$ cat src/sv/b64d_pkg.sv
// b64d_pkg: types, constants and the character classifier of the base64 decoder
// no dependencies; used by the front, queue and back modules

package b64d_pkg;

    // character codes of the alphabet bounds and padding
    localparam logic [7:0] CHAR_UPPER_A = 8'h41;
    localparam logic [7:0] CHAR_UPPER_Z = 8'h5A;
    localparam logic [7:0] CHAR_LOWER_A = 8'h61;
    localparam logic [7:0] CHAR_LOWER_Z = 8'h7A;
    localparam logic [7:0] CHAR_DIGIT_0 = 8'h30;
    localparam logic [7:0] CHAR_DIGIT_9 = 8'h39;
    localparam logic [7:0] CHAR_PLUS    = 8'h2B;
    localparam logic [7:0] CHAR_SLASH   = 8'h2F;
    localparam logic [7:0] CHAR_PAD     = 8'h3D;

    // sextet offsets and fixed values
    localparam logic [5:0] SEXTET_LOWER_BASE = 6'd26;
    localparam logic [5:0] SEXTET_DIGIT_BASE = 6'd52;
    localparam logic [5:0] SEXTET_PLUS       = 6'd62;
    localparam logic [5:0] SEXTET_SLASH      = 6'd63;

    // position in a group of four
    localparam logic [1:0] PHASE_0 = 2'd0;
    localparam logic [1:0] PHASE_1 = 2'd1;
    localparam logic [1:0] PHASE_2 = 2'd2;
    localparam logic [1:0] PHASE_3 = 2'd3;

    // class of one character
    typedef enum logic [1:0] {
        CLS_SEXTET,
        CLS_PAD,
        CLS_INVALID
    } t_class;

    // classified item as held in the queue
    typedef struct packed {
        t_class     cls;
        logic [5:0] sextet;
        logic       final_char;
    } t_entry;

    // one result item
    typedef struct packed {
        logic [7:0] out_byte;
        logic       byte_valid;
        logic       error;
        logic       end_of_string;
    } t_result;

    // map a character to its class and sextet
    function automatic t_entry classify(input logic [7:0] c, input logic f);
        t_entry     e;
        logic [7:0] d;
        e.cls        = CLS_INVALID;
        e.sextet     = '0;
        e.final_char = f;
        if (c >= CHAR_UPPER_A && c <= CHAR_UPPER_Z) begin
            d        = c - CHAR_UPPER_A;
            e.cls    = CLS_SEXTET;
            e.sextet = d[5:0];
        end else if (c >= CHAR_LOWER_A && c <= CHAR_LOWER_Z) begin
            d        = c - CHAR_LOWER_A;
            e.cls    = CLS_SEXTET;
            e.sextet = d[5:0] + SEXTET_LOWER_BASE;
        end else if (c >= CHAR_DIGIT_0 && c <= CHAR_DIGIT_9) begin
            d        = c - CHAR_DIGIT_0;
            e.cls    = CLS_SEXTET;
            e.sextet = d[5:0] + SEXTET_DIGIT_BASE;
        end else if (c == CHAR_PLUS) begin
            e.cls    = CLS_SEXTET;
            e.sextet = SEXTET_PLUS;
        end else if (c == CHAR_SLASH) begin
            e.cls    = CLS_SEXTET;
            e.sextet = SEXTET_SLASH;
        end else if (c == CHAR_PAD) begin
            e.cls    = CLS_PAD;
        end
        return e;
    endfunction

endpackage

$ cat src/sv/b64d_in_if.sv
// b64d_in_if: character channel of the base64 decoder (valid/ready and payload)
// no dependencies

interface b64d_in_if;
    logic       valid;
    logic       ready;
    logic [7:0] in_char;
    logic       final_char;

    modport source (output valid, output in_char, output final_char, input ready);
    modport sink   (input valid, input in_char, input final_char, output ready);
endinterface

$ cat src/sv/b64d_out_if.sv
// b64d_out_if: result channel of the base64 decoder (valid/ready and payload)
// no dependencies

interface b64d_out_if;
    logic       valid;
    logic       ready;
    logic [7:0] out_byte;
    logic       byte_valid;
    logic       error;
    logic       end_of_string;

    modport source (output valid, output out_byte, output byte_valid, output error,
                    output end_of_string, input ready);
    modport sink   (input valid, input out_byte, input byte_valid, input error,
                    input end_of_string, output ready);
endinterface

$ cat src/sv/b64d_front.sv
// b64d_front: accepts characters and classifies them into queue entries
// depends on b64d_pkg and b64d_in_if

module b64d_front (
    b64d_in_if.sink          i_in,
    input  logic             i_queue_full,
    output logic             o_push,
    output b64d_pkg::t_entry o_entry
);

    // accept whenever the queue has room
    assign i_in.ready = !i_queue_full;
    assign o_push     = i_in.valid && !i_queue_full;

    // alphabet lookup
    assign o_entry = b64d_pkg::classify(i_in.in_char, i_in.final_char);

endmodule

$ cat src/sv/b64d_queue.sv
// b64d_queue: short queue of classified items between front and back
// depends on b64d_pkg

module b64d_queue #(
    parameter int DEPTH = 2
) (
    input  logic             i_clk,
    input  logic             i_rst_n,
    input  logic             i_push,
    input  b64d_pkg::t_entry i_entry,
    input  logic             i_pop,
    output logic             o_full,
    output logic             o_head_valid,
    output b64d_pkg::t_entry o_head
);

    localparam int PTR_W = (DEPTH > 1) ? $clog2(DEPTH) : 1;
    localparam int CNT_W = $clog2(DEPTH + 1);

    b64d_pkg::t_entry r_mem [DEPTH];
    logic [PTR_W-1:0] r_wr_ptr, n_wr_ptr;
    logic [PTR_W-1:0] r_rd_ptr, n_rd_ptr;
    logic [CNT_W-1:0] r_count, n_count;

    // next pointers with wrap at the depth
    always_comb begin
        n_wr_ptr = r_wr_ptr;
        n_rd_ptr = r_rd_ptr;
        n_count  = r_count;
        if (i_push) begin
            n_wr_ptr = (r_wr_ptr == PTR_W'(DEPTH - 1)) ? '0 : r_wr_ptr + 1'b1;
        end
        if (i_pop) begin
            n_rd_ptr = (r_rd_ptr == PTR_W'(DEPTH - 1)) ? '0 : r_rd_ptr + 1'b1;
        end
        if (i_push && !i_pop) begin
            n_count = r_count + 1'b1;
        end else if (i_pop && !i_push) begin
            n_count = r_count - 1'b1;
        end
    end

    // pointer and count registers
    always_ff @(posedge i_clk) begin
        if (!i_rst_n) begin
            r_wr_ptr <= '0;
            r_rd_ptr <= '0;
            r_count  <= '0;
        end else begin
            r_wr_ptr <= n_wr_ptr;
            r_rd_ptr <= n_rd_ptr;
            r_count  <= n_count;
        end
    end

    // entry storage
    always_ff @(posedge i_clk) begin
        if (i_push) begin
            r_mem[r_wr_ptr] <= i_entry;
        end
    end

    assign o_full       = (r_count == CNT_W'(DEPTH));
    assign o_head_valid = (r_count != '0);
    assign o_head       = r_mem[r_rd_ptr];

endmodule

$ cat src/sv/b64d_back.sv
// b64d_back: group state, byte splicing and the registered result stage
// depends on b64d_pkg and b64d_out_if

module b64d_back (
    input  logic             i_clk,
    input  logic             i_rst_n,
    input  logic             i_head_valid,
    input  b64d_pkg::t_entry i_head,
    output logic             o_pop,
    b64d_out_if.source       o_out
);

    logic [1:0]        r_phase, n_phase;
    logic [5:0]        r_prev, n_prev;
    logic              r_skip, n_skip;
    logic              r_err, n_err;
    logic              r_out_valid;
    b64d_pkg::t_result r_out;
    b64d_pkg::t_result res;
    logic              has_res;
    logic              out_free;

    assign out_free = !r_out_valid || o_out.ready;

    // decode the head item against the group state
    always_comb begin
        n_phase = r_phase;
        n_prev  = r_prev;
        n_skip  = r_skip;
        n_err   = r_err;
        res     = '0;
        has_res = i_head.final_char;
        res.end_of_string = i_head.final_char;
        if (r_err) begin
            res.error = 1'b1;
        end else if (r_phase == b64d_pkg::PHASE_3 && r_skip) begin
            n_phase = b64d_pkg::PHASE_0;
            n_skip  = 1'b0;
        end else if (i_head.cls == b64d_pkg::CLS_PAD && r_phase[1]) begin
            if (r_phase == b64d_pkg::PHASE_2) begin
                n_skip  = 1'b1;
                n_phase = b64d_pkg::PHASE_3;
            end else begin
                n_phase = b64d_pkg::PHASE_0;
            end
        end else if (i_head.cls != b64d_pkg::CLS_SEXTET) begin
            n_err     = 1'b1;
            has_res   = 1'b1;
            res.error = 1'b1;
        end else begin
            n_prev  = i_head.sextet;
            n_phase = r_phase + 1'b1;
            unique case (r_phase)
                b64d_pkg::PHASE_0: begin
                    res.error = 1'b1;
                end
                b64d_pkg::PHASE_1: begin
                    has_res        = 1'b1;
                    res.byte_valid = 1'b1;
                    res.out_byte   = {r_prev, i_head.sextet[5:4]};
                end
                b64d_pkg::PHASE_2: begin
                    has_res        = 1'b1;
                    res.byte_valid = 1'b1;
                    res.out_byte   = {r_prev[3:0], i_head.sextet[5:2]};
                end
                default: begin
                    has_res        = 1'b1;
                    res.byte_valid = 1'b1;
                    res.out_byte   = {r_prev[1:0], i_head.sextet};
                end
            endcase
        end
        // the final character always starts the next string from reset state
        if (i_head.final_char) begin
            n_phase = b64d_pkg::PHASE_0;
            n_prev  = '0;
            n_skip  = 1'b0;
            n_err   = 1'b0;
        end
    end

    // items without a result never wait for the output stage
    assign o_pop = i_head_valid && (!has_res || out_free);

    // group state
    always_ff @(posedge i_clk) begin
        if (!i_rst_n) begin
            r_phase <= b64d_pkg::PHASE_0;
            r_prev  <= '0;
            r_skip  <= 1'b0;
            r_err   <= 1'b0;
        end else if (o_pop) begin
            r_phase <= n_phase;
            r_prev  <= n_prev;
            r_skip  <= n_skip;
            r_err   <= n_err;
        end
    end

    // result register valid flag
    always_ff @(posedge i_clk) begin
        if (!i_rst_n) begin
            r_out_valid <= 1'b0;
        end else if (out_free) begin
            r_out_valid <= o_pop && has_res;
        end
    end

    // result payload
    always_ff @(posedge i_clk) begin
        if (out_free && o_pop && has_res) begin
            r_out <= res;
        end
    end

    assign o_out.valid         = r_out_valid;
    assign o_out.out_byte      = r_out.out_byte;
    assign o_out.byte_valid    = r_out.byte_valid;
    assign o_out.error         = r_out.error;
    assign o_out.end_of_string = r_out.end_of_string;

endmodule

$ cat src/sv/base64_decoder_top.sv
// Streaming base64 decoder: one character item in, at most one result item out. The front
// classifies each character and places it in a small queue; the back keeps the group state and
// writes results into an output register. One character is accepted every cycle while the
// queue has room, so the sustained rate is one item per cycle; a result passes through the
// queue storage and then the output register before it is offered. The queue depth
// (QUEUE_DEPTH) sets how many characters are absorbed while the result side is held off.
// Depends on b64d_pkg, b64d_in_if, b64d_out_if, b64d_front, b64d_queue and b64d_back.

module base64_decoder_top #(
    parameter int QUEUE_DEPTH = 2
) (
    input  logic       i_clk,
    input  logic       i_rst_n,
    b64d_in_if.sink    i_in,
    b64d_out_if.source o_out
);

    b64d_pkg::t_entry entry;
    b64d_pkg::t_entry head;
    logic             push;
    logic             pop;
    logic             full;
    logic             head_valid;

    // accept and classify
    b64d_front u_front (
        .i_in         (i_in),
        .i_queue_full (full),
        .o_push       (push),
        .o_entry      (entry)
    );

    // decoupling queue
    b64d_queue #(
        .DEPTH (QUEUE_DEPTH)
    ) u_queue (
        .i_clk        (i_clk),
        .i_rst_n      (i_rst_n),
        .i_push       (push),
        .i_entry      (entry),
        .i_pop        (pop),
        .o_full       (full),
        .o_head_valid (head_valid),
        .o_head       (head)
    );

    // decode and deliver
    b64d_back u_back (
        .i_clk        (i_clk),
        .i_rst_n      (i_rst_n),
        .i_head_valid (head_valid),
        .i_head       (head),
        .o_pop        (pop),
        .o_out        (o_out)
    );

endmodule

$ cat src/flat_wrapper.sv
// flat-port wrapper written by rule: the top's interface ports become plain ports
module base64_decoder_top_flat 
#(
    parameter int QUEUE_DEPTH = 2
)
  (i_clk, i_rst_n, i_in_valid, i_in_in_char, i_in_final_char, i_in_ready, o_out_valid, o_out_out_byte, o_out_byte_valid, o_out_error, o_out_end_of_string, o_out_ready);
  b64d_in_if i_in_i ();
  b64d_out_if o_out_i ();
  input  logic i_clk;
  input  logic i_rst_n;
  input wire logic [$bits(i_in_i.valid)-1:0] i_in_valid;
  input wire logic [$bits(i_in_i.in_char)-1:0] i_in_in_char;
  input wire logic [$bits(i_in_i.final_char)-1:0] i_in_final_char;
  output wire logic [$bits(i_in_i.ready)-1:0] i_in_ready;
  output wire logic [$bits(o_out_i.valid)-1:0] o_out_valid;
  output wire logic [$bits(o_out_i.out_byte)-1:0] o_out_out_byte;
  output wire logic [$bits(o_out_i.byte_valid)-1:0] o_out_byte_valid;
  output wire logic [$bits(o_out_i.error)-1:0] o_out_error;
  output wire logic [$bits(o_out_i.end_of_string)-1:0] o_out_end_of_string;
  input wire logic [$bits(o_out_i.ready)-1:0] o_out_ready;
  assign i_in_i.valid = i_in_valid;
  assign i_in_i.in_char = i_in_in_char;
  assign i_in_i.final_char = i_in_final_char;
  assign i_in_ready = i_in_i.ready;
  assign o_out_valid = o_out_i.valid;
  assign o_out_out_byte = o_out_i.out_byte;
  assign o_out_byte_valid = o_out_i.byte_valid;
  assign o_out_error = o_out_i.error;
  assign o_out_end_of_string = o_out_i.end_of_string;
  assign o_out_i.ready = o_out_ready;
  base64_decoder_top #(.QUEUE_DEPTH(QUEUE_DEPTH)) u_core (.i_clk(i_clk), .i_rst_n(i_rst_n), .i_in(i_in_i), .o_out(o_out_i));
endmodule
$ cat config.mk
export PLATFORM = sky130hd
export DESIGN_NAME = base64_decoder_top_flat
export DESIGN_NICKNAME = d
export VERILOG_FILES = /design/src/sv/b64d_pkg.sv /design/src/sv/b64d_in_if.sv /design/src/sv/b64d_out_if.sv /design/src/sv/b64d_front.sv /design/src/sv/b64d_queue.sv /design/src/sv/b64d_back.sv /design/src/sv/base64_decoder_top.sv /design/src/flat_wrapper.sv
export SDC_FILE = /design/constraint.sdc
export NUM_CORES = 1
export LEC_CHECK = 0
export BUFFER_PORTS_ARGS = -buffer_cell sky130_fd_sc_hd__buf_2
export CORE_MARGIN = 10
export CORE_UTILIZATION = 59
export CTS_CLUSTER_DIAMETER = 200
export DETAILED_ROUTE_END_ITERATION = 7
export GPL_ROUTABILITY_DRIVEN = 0
export PLACE_DENSITY = 0.8
export SLEW_MARGIN = 5
export SYNTH_ARGS = -nofsm -noshare
export SYNTH_HDL_FRONTEND = slang
export SYNTH_SLANG_ARGS = --single-unit
$ cat constraint.sdc
create_clock -name i_clk -period 2.7 [get_ports i_clk]
set_input_delay 0.27 -clock i_clk [delete_from_list [all_inputs] [get_ports i_clk]]
set_output_delay 0.27 -clock i_clk [all_outputs]
set_load 0.05 [all_outputs]
# Word-level counts from Yosys, hierarchy flattened
# Memory sizes are Yosys's and may differ from the RTL's. A register that Yosys moved wholly into a read port is not among the register bits.
# Index checks and enable logic that the tools add are counted.
# word_totals
reg_bits,26
latchBits,0
ramBits,18
mem_bits_ro,0
in_bits,13
out_inout_bits,13
wordCells,117
n_memories,1
# op_classes
n_addsub,10
mul,0
div_mod_pow,0
n_lt_le_gt_ge,6
n_eq_ne,13
n_shift,0
muxes,46
bitwise,0
reduce_logical,29
# memory_table
memory,words,width,rd,rd_clocked_by_memory_dff,write_ports,line_no,rtl
u_core.u_queue.r_mem,2,9,1,1,1,b64d_queue.sv:20,b64d_pkg::t_entry r_mem [DEPTH];
# ops
cell,count
$mux W6,6
$mux W8,4
$pmux W9 S3,1
$mux W1,25
$eq A8 B6 Y1 const B,3
$mux W2,10
$ge A8 B7 Y1 const B,2
$le A8 B7 Y1 const B,2
$logic_and A1 B1 Y1,12
$sub A6 B6 Y6 const B,2
$ge A8 B6 Y1 const B,1
$le A8 B6 Y1 const B,1
$ne A2 B2 Y1 const B,4
$add A6 B5 Y6 const B,1
$add A6 B6 Y6 const B,1
$eq A2 B2 Y1 const B,3
$reduce_bool A2 Y1,3
$reduce_bool A3 Y1,2
$sub A6 B1 Y6 const B,1
$logic_not A1 Y1,5
$reduce_and A5 Y1,1
$add A2 B1 Y2 const B,2
$eq A2 B1 Y1 const B,2
$ne A4 B4 Y1 const B,1
7 further kinds,9

# Longest topological paths before layout
# logic_depth
depth_word,12
ltp_mapped,10

# Modules after synthesis
# A second synthesis with hierarchy kept.
# unflattened
cells_unflattened,260
area_unflattened_um2,2603.7
# by_module_without_submodules
mod,n_inst,cells_per_inst,area_per_inst_um2
b64d_back,1,134,1184.9
b64d_queue,1,50,868.3
b64d_front,1,76,550.5

# Least setup slack after synthesis
# Ideal clock, no wire load.
# synth_path
path_type,register to register
startpoint,register (tool-made name)
endpoint,register u_core.u_queue.r_count[1]
arrival_time_ns,2.237
required_time_ns,2.628
setup_slack_ns,0.391
stages_incl_launch_ff,10
cell_sequence,dfxtp_1 > buf_6 > and4b_1 > or2_1 > buf_6 > o31a_1 > o21ai_0 > ha_1 > or3_1 > a21oi_1
# synth_lines
item,line_no,rtl
to (signal assigned),b64d_queue.sv:52,r_count <= n_count;
to (decl),b64d_queue.sv:23,"logic [CNT_W-1:0] r_count, n_count;"

# Worst setup path after layout
# layout_path
startpoint,register u_core.u_back.r_phase[1]
endpoint,register u_core.u_queue.r_count[1]
# layout_between
elab_chain_len,12
word_cells_on_any_way,17
cone_classes,1 x eq/ne; 6 x mux; 10 x reduce/logical
# layout_rtl
item,line_no,rtl
from (decl),b64d_back.sv:13,"logic [1:0] r_phase, n_phase;"
from (signal assigned),b64d_back.sv:89,r_phase <= b64d_pkg::PHASE_0;
from (signal assigned),b64d_back.sv:94,r_phase <= n_phase;
$logic_not A2 Y1,b64d_back.sv:53,unique case (r_phase)
$mux W1,b64d_back.sv:53,
$mux W1,b64d_back.sv:46,end else if (i_head.cls != b64d_pkg::CLS_SEXTET) begin
$mux W1,b64d_back.sv:39,end else if (i_head.cls == b64d_pkg::CLS_PAD && r_phase[1]) begin
$mux W1 *,b64d_back.sv:36,end else if (r_phase == b64d_pkg::PHASE_3 && r_skip) begin
$mux W1 *,b64d_back.sv:34,if (r_err) begin
$logic_not A1 Y1 *,b64d_back.sv:84,assign o_pop = i_head_valid && (!has_res || out_free);
$logic_or A1 B1 Y1 *,b64d_back.sv:84,
$logic_and A1 B1 Y1 *,b64d_back.sv:84,
$logic_not A1 Y1,b64d_queue.sv:36,if (i_push && !i_pop) begin
$logic_and A1 B1 Y1,b64d_queue.sv:36,
$mux W2 or $reduce_bool A2 Y1 (tied branches),--,
# Mark *: on every way between the ends. The rest lies on a longest branch, timed or not.
# A chain may end at the register's enable or synchronous reset.

==> impl_metrics.toml <==
[finish]
antennaDiodeCount = 0
layout_common_cells = "29 x edfxtp_1, 25 x buf_2, 24 x nand2_1, 24 x nor2_1, 17 x inv_1"
drive_gt1_share_pct = 18.06
finish.net_count = 315
syn2layout_area_growth_pct = 9.519
fillers = 349
layout_commonest_cell = "edfxtp_1"

[detailed_routing]
first_pass_iters = 4
vias = 2007
postRouteAntennaNets = 0
drcViolationCount = 0
wire_per_inst_um = 15.40
drt_wl_total_um = 5235
drt_iter0_markers = 126
routed_via_density = 5.903

[setup_path]
path_buf_inv = 0
start_kind = "flip-flop"
cp_slowest_stage_delay_ns = 0.41
crit_fanout = 8
arrival_ns = 2.64
r2r_slack_ns = 0.29
crit_path_end_kind = "flip-flop"
worst_ep_required_time_ns = 2.93
crit_family = "simple AND/OR/NAND/NOR gates"
crit_type = "reg -> reg"
crit_chain = "and4b_1 > or2_1 > o31a_1 > o21ai_0 > ha_1 > or3_1 > a21oi_1"
cp_slowest_cell = "o31a_1"

[floorplanning]
core_area_mm2 = 0.004324
die_w_um = 86.75
die_area_mm2 = 0.007526
start_util_pct = 60.79
boundaryPins = 26
die_y_um = 86.75
num_rows = 24

[synth]
synth_edf_count = 29
synthCells = 260
ys_seq_elements = 45
synth_nets = 288
yosysWarnings = 0
ys_seq_area_share_pct = 45.31
syn_area_per_cell_um2 = 10.11
synth_cell_types = 52
ys.flop_type = "edfxtp_1"
synth_async_sr_flop_share_pct = 0
syn_area_mm2 = 0.002629

[clocking]
cts_max_level = 2
cts_root_buf = "clkbuf_8"
clock_latency_ns = 0.30
cts.sinks = 45
cts_resized = 0
clk_pin_slew_worst_paths_ns = 0.09
cts_buffers = 5
cts.path.max_buffers = 2
post_cts.repair.setup_buffers = 0
hold_buffers = 0
cts_tree = "yes"

[timing]
worst_slew_pin_slew_ns = 0.7290
skew_ns = 0.008444
timing.fmax_mhz = 414.1
fin_tns_setup_ns = 0
hold_viol = 0
fin_crit_ns = 2.415
slew_violations = 0
rsz0062_at_grt = "false"
fin_crit_sh_pct = 89.44
slew_headroom_pct = 51.22
finalSetupViolCount = 0

[place]
port_buffers = 25
dp_hpwl_um = 3952

[power_and_ir_drop]
power.leakage_nw = 1.121
power.total_mw = 2.510
vdd_drop_max_mv = 0.4113
p_per_area_mw_per_mm2 = 871.9

[hold_path]
hold_class = "in -> reg"

[global_route]
antenna_found_initial = 0
overflow = 0
grt_use_total_pct = 14.26
grt_pass1_vias = 1888
grt_max_degree = 17
grt_pass1_wl_um = 8811

[outcome]
run_status = "completed"

[flow_run]
maxCapViolations = 0
[path summary, 6_finish.rpt]
kind                                                from                         end  depth (start not counted)
worst max-delay path            u_core.u_back.r_phase[1]   u_core.u_queue.r_count[1]                          7
worst min register to register   u_core.u_back.r_prev[5]     u_core.u_back.r_prev[5]                          2
worst max register to register  u_core.u_back.r_phase[1]   u_core.u_queue.r_count[1]                          7
worst min-delay path                     i_in_final_char  u_core.u_queue.r_mem[0][0]                          1
[synthesized netlist by cell type, drive strengths merged (2+ instances only)]
cell / count / area (µm²)
o32ai: 2 / 17.52
or3: 2 / 12.51
nor2b: 3 / 18.77
nand2: 24 / 90.09
a221oi: 10 / 93.84
edfxtp: 29 / 870.8
nor3: 6 / 35.03
mux2i: 7 / 73.82
nor3b: 2 / 15.01
a22oi: 7 / 52.55
o21ai: 9 / 48.80
o211ai: 4 / 30.03
ha: 15 / 187.7
nor2: 24 / 90.09
o21a: 2 / 15.01
a21oi: 16 / 80.08
a2111oi: 2 / 55.05
and4: 2 / 17.52
o22ai: 4 / 25.02
nand2b: 5 / 31.28
a211oi: 4 / 30.03
o31ai: 2 / 15.01
buf: 3 / 30.03
clkbuf: 5 / 18.77
a211o: 2 / 17.52
nand3: 5 / 25.02
xor2: 5 / 43.79
nor4: 2 / 12.51
or2: 7 / 43.79
inv: 18 / 67.56
dfxtp: 16 / 320.3
mux2: 4 / 45.04
[cell families after synthesis]
kind of cell	Yosys count	synth area share, %
and+or+nand+nor	87	16.42
adders and majority gates	15	7.139
DFF	45	45.31
buffers and inverters	27	4.569
AOI/OAI and AO/OA	70	20.37
xor gates and xnor gates	5	1.666
muxes	11	4.522
[layer usage]
metal | wire [µm] | GRT usage, %
met5 | 0 | 0
met1 | 2341 | 16.78
met4 | 85 | 6.775
met3 | 328 | 4.128
met2 | 2479 | 23.29
[sequential cells by signal, indices dropped and copies added, names as in the netlist, named ones only]
| name | count |
|---|---|
| u_core.u_queue.r_mem | 18 |
| u_core.u_back.o_out.out_byte | 8 |
| u_core.u_back.r_prev | 6 |
| u_core.u_back.r_phase | 2 |
| u_core.u_queue.r_count | 2 |
| u_core.u_back.o_out.byte_valid | 1 |
| u_core.u_back.o_out.end_of_string | 1 |
| u_core.u_back.o_out.error | 1 |
| u_core.u_back.o_out.valid | 1 |
| u_core.u_back.r_err | 1 |
| u_core.u_back.r_skip | 1 |
| u_core.u_queue.r_rd_ptr | 1 |
| u_core.u_queue.r_wr_ptr | 1 |
[power by group]
| part | switching, mW | internal, mW | leakage [nW] |
|---|---|---|---|
| registers | 0.0830 | 0.933 | 0.405 |
| logic | 0.737 | 0.344 | 0.672 |
| clock network | 0.234 | 0.179 | 0.0439 |
[cell type report]
class / instances / area [µm²] / area share [%]
multi-input cells: 188 / 1318 / 45.76
flip-flops and latches: 45 / 1191 / 41.37
repair buffers: 28 / 147.6 / 5.128
inverters: 19 / 71.32 / 2.477
clock buffers: 5 / 68.82 / 2.390
well taps: 52 / 65.06 / 2.260
clock inverters: 3 / 17.52 / 0.6084
[metrics by stage]
| stage | hold WS (ns) | instance area, µm² | cells | worst slack (ns) | util [%] |
|---|---|---|---|---|---|
| 3_3_place_gp | 0.4547 | 2793 | 332 | 0.3259 | 64.58 |
| 2_1_floorplan | 0.3689 | 2629 | 260 | 0.3909 | - |
| 5_1_grt | 0.1636 | 2879 | 340 | 0.06350 | 66.58 |
| 6_report | 0.1648 | 2879 | 340 | 0.2852 | 66.58 |
| 3_5_place_dp | 0.4699 | 2793 | 332 | 0.3223 | 64.58 |
| 4_1_cts | 0.1612 | 2879 | 340 | 0.2945 | 66.58 |
No activity file was read; power rests on OpenSTA's default activity.
